[src/hw/rtl/bpsu_pkg.sv]
// Shared types, register indexes and constants of the BMP pixel stream unpacker.
`default_nettype none
package bpsu_pkg;

	localparam int unsigned QUEUE_DEPTH = 2;

	localparam int unsigned ADDR_W = 5;
	localparam int unsigned DATA_W = 32;

	localparam logic [2:0] REG_BIT_DEPTH    = 3'd0;
	localparam logic [2:0] REG_IMAGE_WIDTH  = 3'd1;
	localparam logic [2:0] REG_IMAGE_HEIGHT = 3'd2;
	localparam logic [2:0] REG_RAW_RGB_MODE = 3'd3;
	localparam logic [2:0] REG_DATA_OFFSET  = 3'd4;

	localparam logic [5:0]  BIT_DEPTH_RST    = 6'd24;
	localparam logic [15:0] DATA_OFFSET_RST  = 16'd54;

	localparam logic [5:0] DEPTH_16 = 6'd16;
	localparam logic [5:0] DEPTH_24 = 6'd24;
	localparam logic [5:0] DEPTH_32 = 6'd32;

	localparam logic [2:0] BPP_2 = 3'd2;
	localparam logic [2:0] BPP_3 = 3'd3;

	typedef struct packed {
		logic [5:0]  bit_depth;
		logic [15:0] image_width;
		logic [15:0] image_height;
		logic        raw_rgb_mode;
		logic [15:0] data_offset;
	} cfg_t;

	// One classified byte handed from the front to the back.
	typedef struct packed {
		logic [7:0] byte_in;
		logic       load_row;
		logic       is_data;
	} cmd_t;

	typedef struct packed {
		logic [15:0] row;
		logic [15:0] column;
		logic [7:0]  red;
		logic [7:0]  green;
		logic [7:0]  blue;
		logic [7:0]  alpha;
		logic        last_pixel;
	} pix_t;

endpackage
`default_nettype wire

[src/hw/rtl/bmp_pixel_stream_unpacker.sv]
// Each pixel is built from 2-4 bytes and reaches the result ports through both queues.
// Throughput: one byte per cycle, set by the back end's one-byte step, while no queue is full.
// Queues of QUEUE_DEPTH entries sit between front and back and before the result ports.
// Reset (arst_n low) clears all counters and queues and returns registers to reset values.
// A new file needs a reset; register writes do not clear the decoder state.
`default_nettype none
module bmp_pixel_stream_unpacker #(
	parameter int unsigned QUEUE_DEPTH = bpsu_pkg::QUEUE_DEPTH
) (
	input  wire logic                          clk,
	input  wire logic                          arst_n,
	input  wire logic                          psel,
	input  wire logic                          penable,
	input  wire logic                          pwrite,
	input  wire logic [bpsu_pkg::ADDR_W-1:0]   paddr,
	input  wire logic [bpsu_pkg::DATA_W-1:0]   pwdata,
	output logic [bpsu_pkg::DATA_W-1:0]        prdata,
	output logic                               pready,
	input  wire logic                          push,
	input  wire logic [7:0]                    byte_in,
	output logic                               full,
	input  wire logic                          pop,
	output logic                               empty,
	output logic [15:0]                        row,
	output logic [15:0]                        column,
	output logic [7:0]                         red,
	output logic [7:0]                         green,
	output logic [7:0]                         blue,
	output logic [7:0]                         alpha,
	output logic                               last_pixel
);
	bpsu_pkg::cfg_t cfg_q;
	bpsu_pkg::cmd_t f_cmd;
	bpsu_pkg::cmd_t b_cmd;
	bpsu_pkg::pix_t b_pix;
	bpsu_pkg::pix_t o_pix;

	logic       wr_en;
	logic [2:0] reg_idx;
	logic       take;
	logic       cmd_push;
	logic       cmd_full;
	logic       cmd_empty;
	logic       cmd_pop;
	logic       out_push;
	logic       out_full;

	assign pready  = 1'b1;
	assign reg_idx = paddr[4:2];
	assign wr_en   = psel && penable && pwrite && pready;

	always_ff @(posedge clk or negedge arst_n) begin
		if (!arst_n) begin
			cfg_q.bit_depth    <= bpsu_pkg::BIT_DEPTH_RST;
			cfg_q.image_width  <= '0;
			cfg_q.image_height <= '0;
			cfg_q.raw_rgb_mode <= 1'b1;
			cfg_q.data_offset  <= bpsu_pkg::DATA_OFFSET_RST;
		end else if (wr_en) begin
			case (reg_idx)
				bpsu_pkg::REG_BIT_DEPTH:    cfg_q.bit_depth    <= pwdata[5:0];
				bpsu_pkg::REG_IMAGE_WIDTH:  cfg_q.image_width  <= pwdata[15:0];
				bpsu_pkg::REG_IMAGE_HEIGHT: cfg_q.image_height <= pwdata[15:0];
				bpsu_pkg::REG_RAW_RGB_MODE: cfg_q.raw_rgb_mode <= pwdata[0];
				bpsu_pkg::REG_DATA_OFFSET:  cfg_q.data_offset  <= pwdata[15:0];
				default:                    cfg_q              <= cfg_q;
			endcase
		end
	end

	always_comb begin
		case (reg_idx)
			bpsu_pkg::REG_BIT_DEPTH:    prdata = {26'd0, cfg_q.bit_depth};
			bpsu_pkg::REG_IMAGE_WIDTH:  prdata = {16'd0, cfg_q.image_width};
			bpsu_pkg::REG_IMAGE_HEIGHT: prdata = {16'd0, cfg_q.image_height};
			bpsu_pkg::REG_RAW_RGB_MODE: prdata = {31'd0, cfg_q.raw_rgb_mode};
			bpsu_pkg::REG_DATA_OFFSET:  prdata = {16'd0, cfg_q.data_offset};
			default:                    prdata = '0;
		endcase
	end

	assign full = cmd_full;
	assign take = push && !cmd_full;

	bpsu_front u_front (
		.clk      (clk),
		.arst_n   (arst_n),
		.cfg      (cfg_q),
		.take     (take),
		.byte_in  (byte_in),
		.cmd_push (cmd_push),
		.cmd      (f_cmd)
	);

	bpsu_fifo #(
		.WIDTH ($bits(bpsu_pkg::cmd_t)),
		.DEPTH (QUEUE_DEPTH)
	) u_cmd_q (
		.clk    (clk),
		.arst_n (arst_n),
		.push   (cmd_push),
		.wdata  (f_cmd),
		.full   (cmd_full),
		.pop    (cmd_pop),
		.rdata  (b_cmd),
		.empty  (cmd_empty)
	);

	bpsu_back u_back (
		.clk       (clk),
		.arst_n    (arst_n),
		.cfg       (cfg_q),
		.cmd       (b_cmd),
		.cmd_empty (cmd_empty),
		.cmd_pop   (cmd_pop),
		.out_full  (out_full),
		.out_push  (out_push),
		.pix       (b_pix)
	);

	bpsu_fifo #(
		.WIDTH ($bits(bpsu_pkg::pix_t)),
		.DEPTH (QUEUE_DEPTH)
	) u_out_q (
		.clk    (clk),
		.arst_n (arst_n),
		.push   (out_push),
		.wdata  (b_pix),
		.full   (out_full),
		.pop    (pop),
		.rdata  (o_pix),
		.empty  (empty)
	);

	assign row        = o_pix.row;
	assign column     = o_pix.column;
	assign red        = o_pix.red;
	assign green      = o_pix.green;
	assign blue       = o_pix.blue;
	assign alpha      = o_pix.alpha;
	assign last_pixel = o_pix.last_pixel;

endmodule
`default_nettype wire

[src/hw/rtl/bpsu_fifo.sv]
// Small first-in first-out queue with registered storage.
`default_nettype none
module bpsu_fifo #(
	parameter int unsigned WIDTH = 8,
	parameter int unsigned DEPTH = bpsu_pkg::QUEUE_DEPTH
) (
	input  wire logic             clk,
	input  wire logic             arst_n,
	input  wire logic             push,
	input  wire logic [WIDTH-1:0] wdata,
	output logic                  full,
	input  wire logic             pop,
	output logic [WIDTH-1:0]      rdata,
	output logic                  empty
);
	localparam int unsigned AW = (DEPTH > 1) ? $clog2(DEPTH) : 1;
	localparam int unsigned CW = $clog2(DEPTH + 1);

	logic [WIDTH-1:0] mem_q [DEPTH];
	logic [AW-1:0]    wr_q;
	logic [AW-1:0]    rd_q;
	logic [CW-1:0]    cnt_q;
	logic             push_ok;
	logic             pop_ok;

	assign full    = (cnt_q == CW'(DEPTH));
	assign empty   = (cnt_q == '0);
	assign push_ok = push && !full;
	assign pop_ok  = pop && !empty;
	assign rdata   = mem_q[rd_q];

	always_ff @(posedge clk) begin
		if (push_ok) begin
			mem_q[wr_q] <= wdata;
		end
	end

	always_ff @(posedge clk or negedge arst_n) begin
		if (!arst_n) begin
			wr_q  <= '0;
			rd_q  <= '0;
			cnt_q <= '0;
		end else begin
			if (push_ok) begin
				wr_q <= (wr_q == AW'(DEPTH - 1)) ? '0 : wr_q + AW'(1);
			end
			if (pop_ok) begin
				rd_q <= (rd_q == AW'(DEPTH - 1)) ? '0 : rd_q + AW'(1);
			end
			if (push_ok && !pop_ok) begin
				cnt_q <= cnt_q + CW'(1);
			end else if (pop_ok && !push_ok) begin
				cnt_q <= cnt_q - CW'(1);
			end
		end
	end

endmodule
`default_nettype wire

[src/hw/rtl/bpsu_front.sv]
// Front end: counts header bytes and classifies each file byte for the back end.
`default_nettype none
module bpsu_front (
	input  wire logic          clk,
	input  wire logic          arst_n,
	input  wire bpsu_pkg::cfg_t cfg,
	input  wire logic          take,
	input  wire logic [7:0]    byte_in,
	output logic               cmd_push,
	output bpsu_pkg::cmd_t     cmd
);
	logic [16:0] pos_q;
	logic [16:0] offset_ext;
	logic        skip;
	logic        at_offset;
	logic        data_ok;

	assign offset_ext = {1'b0, cfg.data_offset};
	assign skip       = (pos_q < offset_ext);
	assign at_offset  = (pos_q == offset_ext);

	assign data_ok = cfg.raw_rgb_mode && (cfg.image_width != '0) && (cfg.image_height != '0)
		&& ((cfg.bit_depth == bpsu_pkg::DEPTH_16) || (cfg.bit_depth == bpsu_pkg::DEPTH_24)
		|| (cfg.bit_depth == bpsu_pkg::DEPTH_32));

	assign cmd.byte_in  = byte_in;
	assign cmd.load_row = at_offset;
	assign cmd.is_data  = !skip && data_ok;
	// drop header bytes and bytes that can never form a pixel
	assign cmd_push     = take && (cmd.load_row || cmd.is_data);

	always_ff @(posedge clk or negedge arst_n) begin
		if (!arst_n) begin
			pos_q <= '0;
		end else if (take) begin
			if (skip) begin
				pos_q <= pos_q + 17'd1;
			end else if (at_offset) begin
				pos_q <= offset_ext + 17'd1;
			end
		end
	end

endmodule
`default_nettype wire

[src/hw/rtl/bpsu_back.sv]
// Back end: strips row padding, gathers pixel bytes and emits pixels with coordinates.
`default_nettype none
module bpsu_back (
	input  wire logic           clk,
	input  wire logic           arst_n,
	input  wire bpsu_pkg::cfg_t cfg,
	input  wire bpsu_pkg::cmd_t cmd,
	input  wire logic           cmd_empty,
	output logic                cmd_pop,
	input  wire logic           out_full,
	output logic                out_push,
	output bpsu_pkg::pix_t      pix
);
	logic [15:0] row_q;
	logic [15:0] col_q;
	logic [1:0]  bip_q;
	logic [23:0] held_q;
	logic [1:0]  pad_q;
	logic        done_q;

	logic [2:0]  bpp;
	logic [2:0]  bpp_m1;
	logic [15:0] row_cur;
	logic [15:0] width_m1;
	logic        active;
	logic        gather;
	logic        row_end;
	logic [15:0] word;
	logic [1:0]  pad_next;

	assign bpp      = cfg.bit_depth[5:3];
	assign bpp_m1   = bpp - 3'd1;
	assign width_m1 = cfg.image_width - 16'd1;
	assign row_cur  = cmd.load_row ? (cfg.image_height - 16'd1) : row_q;

	assign cmd_pop  = !cmd_empty && !out_full;
	assign active   = cmd_pop && cmd.is_data && !done_q && (pad_q == '0);
	assign gather   = ({1'b0, bip_q} < bpp_m1);
	assign out_push = active && !gather;
	assign row_end  = (col_q >= width_m1);
	assign word     = {cmd.byte_in, held_q[7:0]};
	// pad to a 4-byte row: minus (bpp * width) mod 4
	assign pad_next = 2'd0 - 2'(bpp[1:0] * cfg.image_width[1:0]);

	always_comb begin
		pix.row        = row_cur;
		pix.column     = col_q;
		pix.last_pixel = row_end && (row_cur == '0);
		case (bpp)
			bpsu_pkg::BPP_2: begin
				pix.red   = {word[14:10], 3'b000};
				pix.green = {word[9:5], 3'b000};
				pix.blue  = {word[4:0], 3'b000};
				pix.alpha = 8'd0;
			end
			bpsu_pkg::BPP_3: begin
				pix.red   = cmd.byte_in;
				pix.green = held_q[15:8];
				pix.blue  = held_q[7:0];
				pix.alpha = 8'd0;
			end
			default: begin
				pix.red   = held_q[23:16];
				pix.green = held_q[15:8];
				pix.blue  = held_q[7:0];
				pix.alpha = cmd.byte_in;
			end
		endcase
	end

	// gathered bytes: each slot is written before it is read
	always_ff @(posedge clk) begin
		if (active && gather) begin
			case (bip_q)
				2'd0:    held_q[7:0]   <= cmd.byte_in;
				2'd1:    held_q[15:8]  <= cmd.byte_in;
				2'd2:    held_q[23:16] <= cmd.byte_in;
				default: held_q        <= held_q;
			endcase
		end
	end

	always_ff @(posedge clk or negedge arst_n) begin
		if (!arst_n) begin
			row_q  <= '0;
			col_q  <= '0;
			bip_q  <= '0;
			pad_q  <= '0;
			done_q <= 1'b0;
		end else if (cmd_pop) begin
			row_q <= row_cur;
			if (cmd.is_data && !done_q) begin
				if (pad_q != '0) begin
					pad_q <= pad_q - 2'd1;
				end else if (gather) begin
					bip_q <= bip_q + 2'd1;
				end else begin
					bip_q <= '0;
					if (row_end) begin
						col_q <= '0;
						pad_q <= pad_next;
						if (row_cur == '0) begin
							done_q <= 1'b1;
						end else begin
							row_q <= row_cur - 16'd1;
						end
					end else begin
						col_q <= col_q + 16'd1;
					end
				end
			end
		end
	end

	a_no_pixel_after_done: assert property (@(posedge clk) disable iff (!arst_n)
		out_push |-> !done_q)
		else $error("pixel emitted after the final pixel");

	a_done_from_last: assert property (@(posedge clk) disable iff (!arst_n)
		$rose(done_q) |-> $past(out_push && pix.last_pixel))
		else $error("image done without a final pixel beat");

	a_pad_between_pixels: assert property (@(posedge clk) disable iff (!arst_n)
		(pad_q != '0) |-> (bip_q == '0))
		else $error("row padding pending inside a pixel");

endmodule
`default_nettype wire

[config.mk]
export PLATFORM = sky130hd
export DESIGN_NAME = bmp_pixel_stream_unpacker
export DESIGN_NICKNAME = d
export VERILOG_FILES = /design/src/hw/rtl/bpsu_pkg.sv /design/src/hw/rtl/bmp_pixel_stream_unpacker.sv /design/src/hw/rtl/bpsu_fifo.sv /design/src/hw/rtl/bpsu_front.sv /design/src/hw/rtl/bpsu_back.sv
export SDC_FILE = /design/constraint.sdc
export NUM_CORES = 1
export LEC_CHECK = 0
export BUFFER_PORTS_ARGS = -buffer_cell sky130_fd_sc_hd__buf_2
export CORE_ASPECT_RATIO = 0.8
export CORE_MARGIN = 10
export CORE_UTILIZATION = 30
export DETAILED_ROUTE_END_ITERATION = 8
export GPL_TIMING_DRIVEN = 0
export PLACE_DENSITY = 0.58
export SYNTH_ARGS = -nofsm -noshare
export SYNTH_HDL_FRONTEND = slang
export SYNTH_HIERARCHICAL = 1
export SYNTH_SLANG_ARGS = --single-unit
[constraint.sdc]
create_clock -name clk -period 6.8 [get_ports clk]
set_input_delay 0 -clock clk [delete_from_list [all_inputs] [get_ports clk]]
set_output_delay 0 -clock clk [all_outputs]
set_load 0.03 [all_outputs]
=== Word level (Yosys, flattened, before mapping) ===
Memories as Yosys holds them, arrays and structs flattened.
Index checks and enable logic that the tools add are counted.

* Memories: 2
* Register bits: 141
* Output and inout port bits: 100
* Word-level logic and storage cells: 152
* Bits of input ports: 52
* RAM bits: 150

* Mux-type cells: 27
* Add/subtract/negate cells: 18
* Multipliers: 1
* Eq/ne operators: 15
* Magnitude comparators: 3
* Bitwise gates (word level): 2
* Reductions and logical operators: 64

{| class="wikitable"
|+ Memory list
! name !! words !! width !! read ports !! clocked after Yosys merged registers in !! write ports !! line !! source
|-
| u_out_q.mem_q || 2 || 65 || 1 || 0 || 1 || bpsu_fifo.sv:19 || <nowiki>logic [WIDTH-1:0] mem_q [DEPTH];</nowiki>
|-
| u_cmd_q.mem_q || 2 || 10 || 1 || 0 || 1 || bpsu_fifo.sv:19 ||
|}

{| class="wikitable"
|+ Operators by type and width
! cell !! count
|-
| two-way mux 16 bit || 7
|-
| case mux 16 bit (5 select lines) || 1
|-
| case mux 32 bit (2 select lines) || 1
|-
| subtractor 16 x 1 -> 16 bit, second input constant || 3
|-
| two-way mux 17 bit || 2
|-
| nonzero test 16 bit || 2
|-
| logical AND 1 bit || 24
|-
| AND reduction 2 bit || 9
|-
| adder 16 x 1 -> 17 bit, second input constant || 1
|-
| adder 17 x 1 -> 17 bit, second input constant || 1
|-
| == test 17 x 16 -> 1 bit || 1
|-
| less-than comparator 17 x 16 -> 1 bit || 1
|-
| adder 16 x 1 -> 16 bit, second input constant || 1
|-
| greater-or-equal comparator 16 bit || 1
|-
| zero test 16 bit || 1
|-
| two-way mux 2 bit || 8
|-
| == test 3 x 2 -> 1 bit, second input constant || 4
|-
| == test 6 x 5 -> 1 bit, second input constant || 2
|-
| zero test 1 bit || 11
|-
| nonzero test 2 bit || 5
|-
| zero test 2 bit || 4
|-
| two-way mux 1 bit || 8
|-
| AND reduction 4 bit || 2
|-
| adder 2 x 1 -> 2 bit, second input constant || 3
|-
| other kinds (17) || 27
|}

=== Depth between registers and ports, before layout ===
Gate-level depths: netlist (run 1).

* Word-level depth: 12
* Mapped depth: 19
* Mapped depth without buffers: 16

=== Hierarchy ===
Netlist (run 1), hierarchy kept.

{| class="wikitable"
|+ Modules (own cells, without submodules)
! module !! sequential area each (um^2) !! area each (um^2) !! times used !! cells an instance
|-
| bpsu_fifo at u_out_q || 4003.8 || 5048.6 || 1 || 221
|-
| bpsu_back || 1646.6 || 4491.8 || 1 || 489
|-
| bmp_pixel_stream_unpacker || 1385.1 || 2831.5 || 1 || 194
|-
| bpsu_front || 425.4 || 2132.0 || 1 || 295
|-
| bpsu_fifo at u_cmd_q || 700.7 || 919.6 || 1 || 50
|}

=== Least setup slack after synthesis (run 1) ===
No wires, ideal clock.

* Path type: register to register
* Start point: reg u_cmd_q.rd_q
* End point: mem u_out_q/mem_q[0][0] (netlist name), enable pin
* Required time: 6.311 ns
* Setup time: 0.489 ns
* Arrival time: 4.934 ns
* Clock period less this slack: 5.423 ns
* Buffers on the path: 1
* Setup slack: 1.377 ns
* Stages on the path, launching flop included: 7
* Cells stage by stage: dfrtp_1 > buf_4 > mux2_1 > or4b_2 > a2111oi_2 > nand2_1 > nor2_1

{| class="wikitable"
|+ RTL lines
! item !! line !! source
|-
| start: declaration || bpsu_fifo.sv:21 || <nowiki>logic [AW-1:0] rd_q;</nowiki>
|-
| start signal: assignment || bpsu_fifo.sv:48 || <nowiki>rd_q <= (rd_q == AW'(DEPTH - 1)) ? '0 : rd_q + AW'(1);</nowiki>
|-
| end: declaration || bpsu_fifo.sv:19 ||
|}

=== Worst setup path in the final report (run 1) ===
* Start point: reg cfg_q[35] (netlist name)
* End point: reg u_back.col_q[10]

* Cells in the longest elaborated chain, start to end: 3

{| class="wikitable"
|+ RTL lines
! item !! line !! source
|-
| start: declaration || bmp_pixel_stream_unpacker.sv:32 || <nowiki>bpsu_pkg::cfg_t cfg_q;</nowiki>
|-
| start signal: assignment || bmp_pixel_stream_unpacker.sv:66 || <nowiki>default: cfg_q <= cfg_q;</nowiki>
|-
| subtractor 16 x 1 -> 16 bit || bpsu_back.sv:33 || <nowiki>assign width_m1 = cfg.image_width - 16'd1;</nowiki>
|-
| greater-or-equal comparator 16 bit || bpsu_back.sv:40 || <nowiki>assign row_end = (col_q >= width_m1);</nowiki>
|-
| two-way mux 16 bit || bpsu_back.sv:99 || <nowiki>if (row_end) begin</nowiki>
|-
| end signal: assignment || bpsu_back.sv:108 || <nowiki>col_q <= col_q + 16'd1;</nowiki>
|-
| end: declaration || bpsu_back.sv:15 || <nowiki>logic [15:0] col_q;</nowiki>
|}

Every way passes these cells.
A chain may end at the register's enable or synchronous reset.

==> run metrics, run 1 <==
Area Overhead vs Synth=19.0%; Crit. End Element=register; ant diodes=0; Worst R2R Path Depth=16; Fin. Hold Viols=0; Clock Power Share=25.7%; clk_skew=0.0221 ns; Placer Congestion=0.840; DR iter-0 viols=1014; routing usage on met1=19.2%; M3 GR Usage=2.90%; first-pass GRT wire length=64400 um; YS warnings=6; Worst-Margin Slew=1.02 ns; Post-CTS Resized=0; setup slack after placement=1.82 ns; RSZ-0062 raised after global routing=no; clk_lat worst skew=0.59 ns; reg2reg start=cfg_q[35]; Starting Density=30.3%; remaining antenna violation count after routing=0; Max Slew Vio Count=0; Post-Synthesis Cells=1249; Switching Share=37.2%; Mapped Area=0.0154 mm2; r2r setup slk=1.79 ns; FILL cells=4985; nets=1535; max-cap violations=0; critical path data arrival time=5.46 ns; clk buf depth=3; First-pass DRT Iterations=7; worst setup path category=reg2reg; Mean Syn Cell Area=12.3 um2; Hold EP=cfg_q[15]; logic gate share of total power=36.9%; total global routing overflow=0; crit path time final=5.01 ns; CP max FO=10; via-per-instance ratio=4.99; Clock Pin Slew Worst Setup and Hold Paths=0.06 ns; CP Launch Type=register; number of global-route vias before repair=10501; Critical R2R Capture=u_back/col_q[10]; number of synthesized flops with an enable pin=174; Routed WL=41600 um; register bit total from synthesis=291; final worst slack=1.79 ns; clk sinks=291; routed vias=10714; GRT met2 Usage=20.6%; Peak Freq=200 MHz; die width=274 um; leakage power=7.26 nW; Die Y-Extent=223 um; GRT Max-Usage Layer=met2; Max transition margin=31.5%; Ports=152; hold crit path type=in2reg; ys async rst share=40.2%; Port Buf Inserts=107; final setup violation count=0; HP Start=penable; # DRC=0; Yosys cell types=90; period utilization=73.6%; Num CTS Buffers=31; CORE AREA=0.0509 mm2; Hold Path Cell Cnt=4; dominant synthesized flop cell=edfxtp_1; Seq pwr share=37.4%; PD cells=373 mW/mm2; Avg WL per Cell=19.4 um; Fin Setup TNS=0 ns; Total GRT Usage=13.4%; sequential area share after synthesis=52.9%; antenna violations before repair=1; pin count of the biggest net entering global routing=67; most frequent cells in the layout=edfxtp_1, buf_2, dfrtp_1; peak supply drop=188 uV; Psw=0.00255 W; commonest non-fill, non-tap cell in the layout=edfxtp_1; layout cells sized above 1=25.6%; Pint=0.00431 W; Critical Path RT=7.26 ns; run status=finished clean; Core Rows=74; CTS H-Tree Depth=1; root buf cell=clkbuf_16; die area=0.0609 mm2; Final HPWL DP=30800 um; CTS tree=yes
==> state kept, by name, summed over array words and instances (netlist names), 2 cells and up <==
name	cells
u_back/bip_q	2
u_back/pad_q	2
u_front/pos_q	17
u_out_q/mem_q	130
u_back/held_q	24
u_back/col_q	16
u_out_q/cnt_q	2
cfg_q	55
u_back/row_q	16
u_cmd_q/mem_q	20
u_cmd_q/cnt_q	2
==> Yosys cell counts (4+ instances only) <==
| cell type | n | area share [%] |
|---|---|---|
| edfxtp_1 | 174 | 34 |
| dfrtp_1 | 110 | 18 |
| nor2_1 | 78 | 1.9 |
| mux2_4 | 70 | 6.8 |
| nand2_1 | 64 | 1.6 |
| mux2_2 | 55 | 4.0 |
| xnor2_1 | 48 | 2.7 |
| ha_1 | 47 | 3.8 |
| inv_1 | 47 | 1.1 |
| a21oi_1 | 40 | 1.3 |
| o21ai_0 | 31 | 1.0 |
| nand3_1 | 29 | 0.94 |
| nor3_1 | 29 | 0.94 |
| buf_4 | 28 | 1.4 |
| and2_1 | 23 | 0.93 |
| nand4_1 | 22 | 0.89 |
| a22oi_1 | 21 | 1.0 |
| clkbuf_1 | 19 | 0.46 |
| nor4_1 | 19 | 0.77 |
| xor2_1 | 18 | 1.0 |
| and3_1 | 17 | 0.69 |
| o21ai_1 | 16 | 0.52 |
| a22o_1 | 14 | 0.80 |
| nand2b_1 | 14 | 0.57 |
| mux2i_1 | 12 | 0.78 |
| o22ai_1 | 12 | 0.49 |
| a31oi_1 | 11 | 0.45 |
| or3_1 | 11 | 0.45 |
| buf_2 | 10 | 0.32 |
| buf_6 | 10 | 0.73 |
| mux2_1 | 10 | 0.73 |
| nor2b_1 | 10 | 0.41 |
| o2bb2ai_1 | 9 | 0.51 |
| o211ai_1 | 8 | 0.39 |
| or4_1 | 8 | 0.39 |
| dfstp_2 | 7 | 1.2 |
| a211oi_1 | 6 | 0.29 |
| o21bai_1 | 5 | 0.24 |
| o31ai_1 | 5 | 0.24 |
| a2111oi_1 | 4 | 0.26 |
| a21o_1 | 4 | 0.19 |
==> power groups by stage <==
stage / registers, W / logic, W / clock network, W
3_5_place_dp: 0.00259 / 0.00253 / 0
4_1_cts: 0.00255 / 0.00255 / 0.00181
2_1_floorplan: 0.00248 / 0.00186 / 0
5_1_grt: 0.00260 / 0.00276 / 0.00190
6_report: 0.00256 / 0.00253 / 0.00176
3_3_place_gp: 0.00258 / 0.00247 / 0
==> kinds of logic after synthesis <==
group / share of synthesized area (%)
muxes: 12.3
other: 0.0487
xor gates and xnor gates: 3.75
AOI/OAI and AO/OA: 9.85
DFF: 52.9
adders and majority gates: 3.81
buffers and inverters: 4.49
and+or+nand+nor: 12.8
==> layout make-up <==
class	instances	area (um2)	share of cell area, %
flip-flops and latches	291	8160	44.5
multi-input cells	853	6640	36.2
repair buffers	139	935	5.09
clock buffers	45	890	4.85
well taps	684	856	4.66
plain buffers	71	508	2.77
inverters	49	184	1.00
clock inverters	13	181	0.988
==> worst max-delay path: stages, from the launching register on <==
cell and delay [ns]:
dfrtp_1 0.50, nor3_1 0.25, nand2b_1 0.14, or4_1 0.44, nor2_1 0.15, nand2_1 0.10
nor4_1 0.24, xnor2_1 0.13, ha_1 0.31, nand4_1 0.13, nor2_1 0.13, o2111ai_1 0.12
o211ai_1 0.72, nand2_1 0.35, nor2_1 0.60, clkbuf_1 0.42, nor2_1 0.11
==> what timing repair did <==
item                      4_1_cts  5_1_grt
hold endpoints to repair      188        0
hold buffers                   28        0
setup buffers                   0        0
==> worst max path at each step <==
stage | start | end
2_1_floorplan | u_cmd_q/rd_q | u_out_q/mem_q[0][0]
3_3_place_gp | cfg_q[52] | u_out_q/mem_q[0][63]
3_5_place_dp | cfg_q[36] | u_back/col_q[10]
4_1_cts | cfg_q[36] | u_back/col_q[10]
5_1_grt | cfg_q[36] | u_back/col_q[10]
6_report | cfg_q[35] | u_back/col_q[10]
==> per-stage QoR <==
step | total power [W] | instance area, um2 | util, % | hold slack, ns | instances
4_1_cts | 0.00692 | 18400 | 36.0 | 0.00450 | 2145
2_1_floorplan | 0.00434 | 15500 | - | -0.296 | 1264
5_1_grt | 0.00725 | 18400 | 36.0 | 0.0173 | 2145
3_5_place_dp | 0.00511 | 17000 | 33.4 | 0.00893 | 2059
3_3_place_gp | 0.00506 | 16900 | 33.1 | 0.188 | 2055
6_report | 0.00685 | 18400 | 36.0 | 0.0260 | 2145
==> per-layer routing <==
metal / part of all wire [%] / wire length, um
met3: 6.1 / 2530
met2: 44 / 18500
met1: 48 / 20100
met5: 0.031 / 13
met4: 1.3 / 537
Note: power is estimated with default switching activity, not from simulation.
==> run 2: changes to the inputs <==
- PLACE_DENSITY: 0.58 -> 0.6
- clock period: 6.8 -> 4.5 ns (I/O delays scaled with it)
==> run 2 against run 1 <==
Power rose by 50%. Global-route usage fell by 0.33 points. Critical path depth did not move. Combinational power rose by 51%. Die area did not move. Fmax rose by 18%. Critical endpoint is now u_front/pos_q[12].
==> run metrics, run 2 (synthesized netlist as in run 1, its figures left out) <==
Psw=0.00385 W (+51%); crit path cell chain=inv_1 -> ha_1 -> nand4_2 -> a211oi_2 -> nor3_4 -> o21ai_2 -> clkbuf_4 -> clkbuf_4 -> nand2_1 -> o21ai_0 -> ha_2 -> nand4_1 -> nor2_4 -> and3_1 -> o21ai_0 -> a221o_1; Max transition margin=27.9% (-3.5 points); leakage power=7.26 nW (about the same); max FFs per register=130 (unchanged); root buf cell=clkbuf_16; Crit. End Element=register; largest reg by FF count=u_out_q/mem_q; clk_skew=0.0177 ns (-0.00438 ns); critical path data arrival time=4.71 ns (-0.75 ns); period utilization=94.3% (+21 points); DR iter-0 viols=907 (-11%); Seq pwr share=37.7% (+0.3 points); CP Launch Type=register; Placed Instance Area=0.0170 mm2 (about the same); run status=finished clean; First-pass DRT Iterations=5 (-2); total global routing overflow=0 (unchanged); commonest non-fill, non-tap cell in the layout=edfxtp_1; CORE AREA=0.0509 mm2 (unchanged); clk buf depth=3 (unchanged); Fin. Hold Viols=0 (unchanged); Routed WL=41100 um (-1.1%); Pint=0.00642 W (+49%); Core Rows=74 (unchanged); via-per-instance ratio=4.99 (-0.15%); die width=274 um (unchanged); PD cells=557 mW/mm2 (+49%); most frequent cells in the layout=edfxtp_1, buf_2, dfrtp_1; layout cells sized above 1=26.5% (+0.94 points); CP max stage cell=dfstp_2; Largest regs=u_out_q/mem_q x130, cfg_q x55, u_back/held_q x24; logic gate share of total power=37.2% (+0.3 points); Worst-Margin Slew=1.08 ns (+0.0528 ns); Placer Congestion=0.906 (+7.8%); antenna violations before repair=1 (unchanged); nets=1540 (+0.33%); Peak Freq=236 MHz (+18%); CTS H-Tree Depth=1 (unchanged); routed vias=10703 (-0.10%); hold crit path type=in2reg; worst setup path category=reg2reg; Avg WL per Cell=19.2 um (-1.1%); peak supply drop=292 uV (+55%); Total Power=0.0103 W (+50%); Ports=152 (unchanged); post-route cell area=0.0184 mm2 (+0.37%); CTS tree=yes; ant diodes=0 (unchanged); number of global-route vias before repair=10380 (-1.2%); Clock Power Share=25.1% (-0.6 points); Critical Path RT=4.96 ns (-2.30 ns); Final HPWL DP=30400 um (-1.3%); Switching Share=37.5% (+0.29 points); CP max FO=10 (unchanged); first-pass GRT wire length=63000 um (-2.2%); Num CTS Buffers=31 (unchanged); remaining antenna violation count after routing=0 (unchanged); Max Slew Vio Count=0 (unchanged); Worst path max stage delay=0.63 ns (-0.09 ns); clk sinks=291 (unchanged); clk_lat worst skew=0.59 ns (about the same); final worst slack=0.255 ns (-1.54 ns); # DRC=0 (unchanged); pin count of the biggest net entering global routing=94 (+40%); final setup violation count=0 (unchanged); Area Overhead vs Synth=19.4%; Total GRT Usage=13.0% (-0.33 points); Die Y-Extent=223 um (unchanged); crit path time final=4.24 ns (-0.761 ns); max-cap violations=0 (unchanged); Clock Pin Slew Worst Setup and Hold Paths=0.07 ns (about the same); die area=0.0609 mm2 (unchanged); Starting Density=30.3% (unchanged); Port Buf Inserts=107 (unchanged); setup slack after placement=-0.474 ns (-2.30 ns)
-- run 2: per-stage QoR --
stage | cells | TNS (ns) | util, % | hold WS (ns)
after detailed placement | 2059 | -6.73 | 33.4 | -0.107
final | 2146 | 0 | 36.2 | 0.0501
after floorplan | 1264 | 0 | - | -0.296
after global placement | 2055 | -151.12 | 33.1 | 0.215
after global routing | 2146 | -0.00270 | 36.2 | 0.0515
after CTS | 2145 | 0 | 36.0 | 0.0248
-- run 2: power groups by stage --
stage	combinational, W	sequential [W]	clock [W]
final	0.00382	0.00387	0.00258
after global routing	0.00418	0.00393	0.00272
after CTS	0.00383	0.00386	0.00264
after detailed placement	0.00380	0.00391	0
after global placement	0.00372	0.00390	0
after floorplan	0.00281	0.00374	0
-- run 2: final timing paths --
path                                 startpoint           endpoint  slack, ns  cells after the start
min in group asynchronous                arst_n           cfg_q[5]       0.50                      3
worst max register to register         cfg_q[5]  u_front/pos_q[12]       0.26                     16
worst max-delay path                   cfg_q[5]  u_front/pos_q[12]       0.26                     16
max in group asynchronous                arst_n           cfg_q[6]       2.44                      4
worst min-delay path                    penable          cfg_q[15]       0.05                      4
worst min register to register  u_back/row_q[0]    u_back/row_q[0]       0.49                      2
-- run 2: area by class of cell --
class	instances	area, um2
clock inverters	17	203
plain buffers	70	510
flip-flops and latches	291	8160
repair buffers	145	970
fillers	4930	32500
well taps	684	856
clock buffers	37	808
inverters	49	184
multi-input cells	853	6730
-- run 2: worst max-delay path, delay by kind of cell (launching register included) --
family                   cells  cell delay, ns
AO/OA/AOI/OAI                5            1.13
buffers and inverters        3            0.68
adder cells (fa/ha/maj)      2            0.58
AND/OR/NAND/NOR              6            1.10
flip-flops                   1            0.63
-- run 2: what timing repair did --
action                                 CTS  global route
setup endpoints to repair               27            32
endpoints found under the hold margin  187             0
buffers inserted                         4             2
hold buffers                            28             0
pin swaps                                1             2
resized for setup                        1            21
-- run 2: routing by layer --
metal / wire length [um] / vias to the layer above / track usage (%)
li1: - / 5016 / -
met1: 19500 / 5253 / 19.1
met2: 17900 / 382 / 19.1
met3: 3050 / 52 / 3.10
met4: 686 / 0 / 2.55
met5: 0 / - / 0
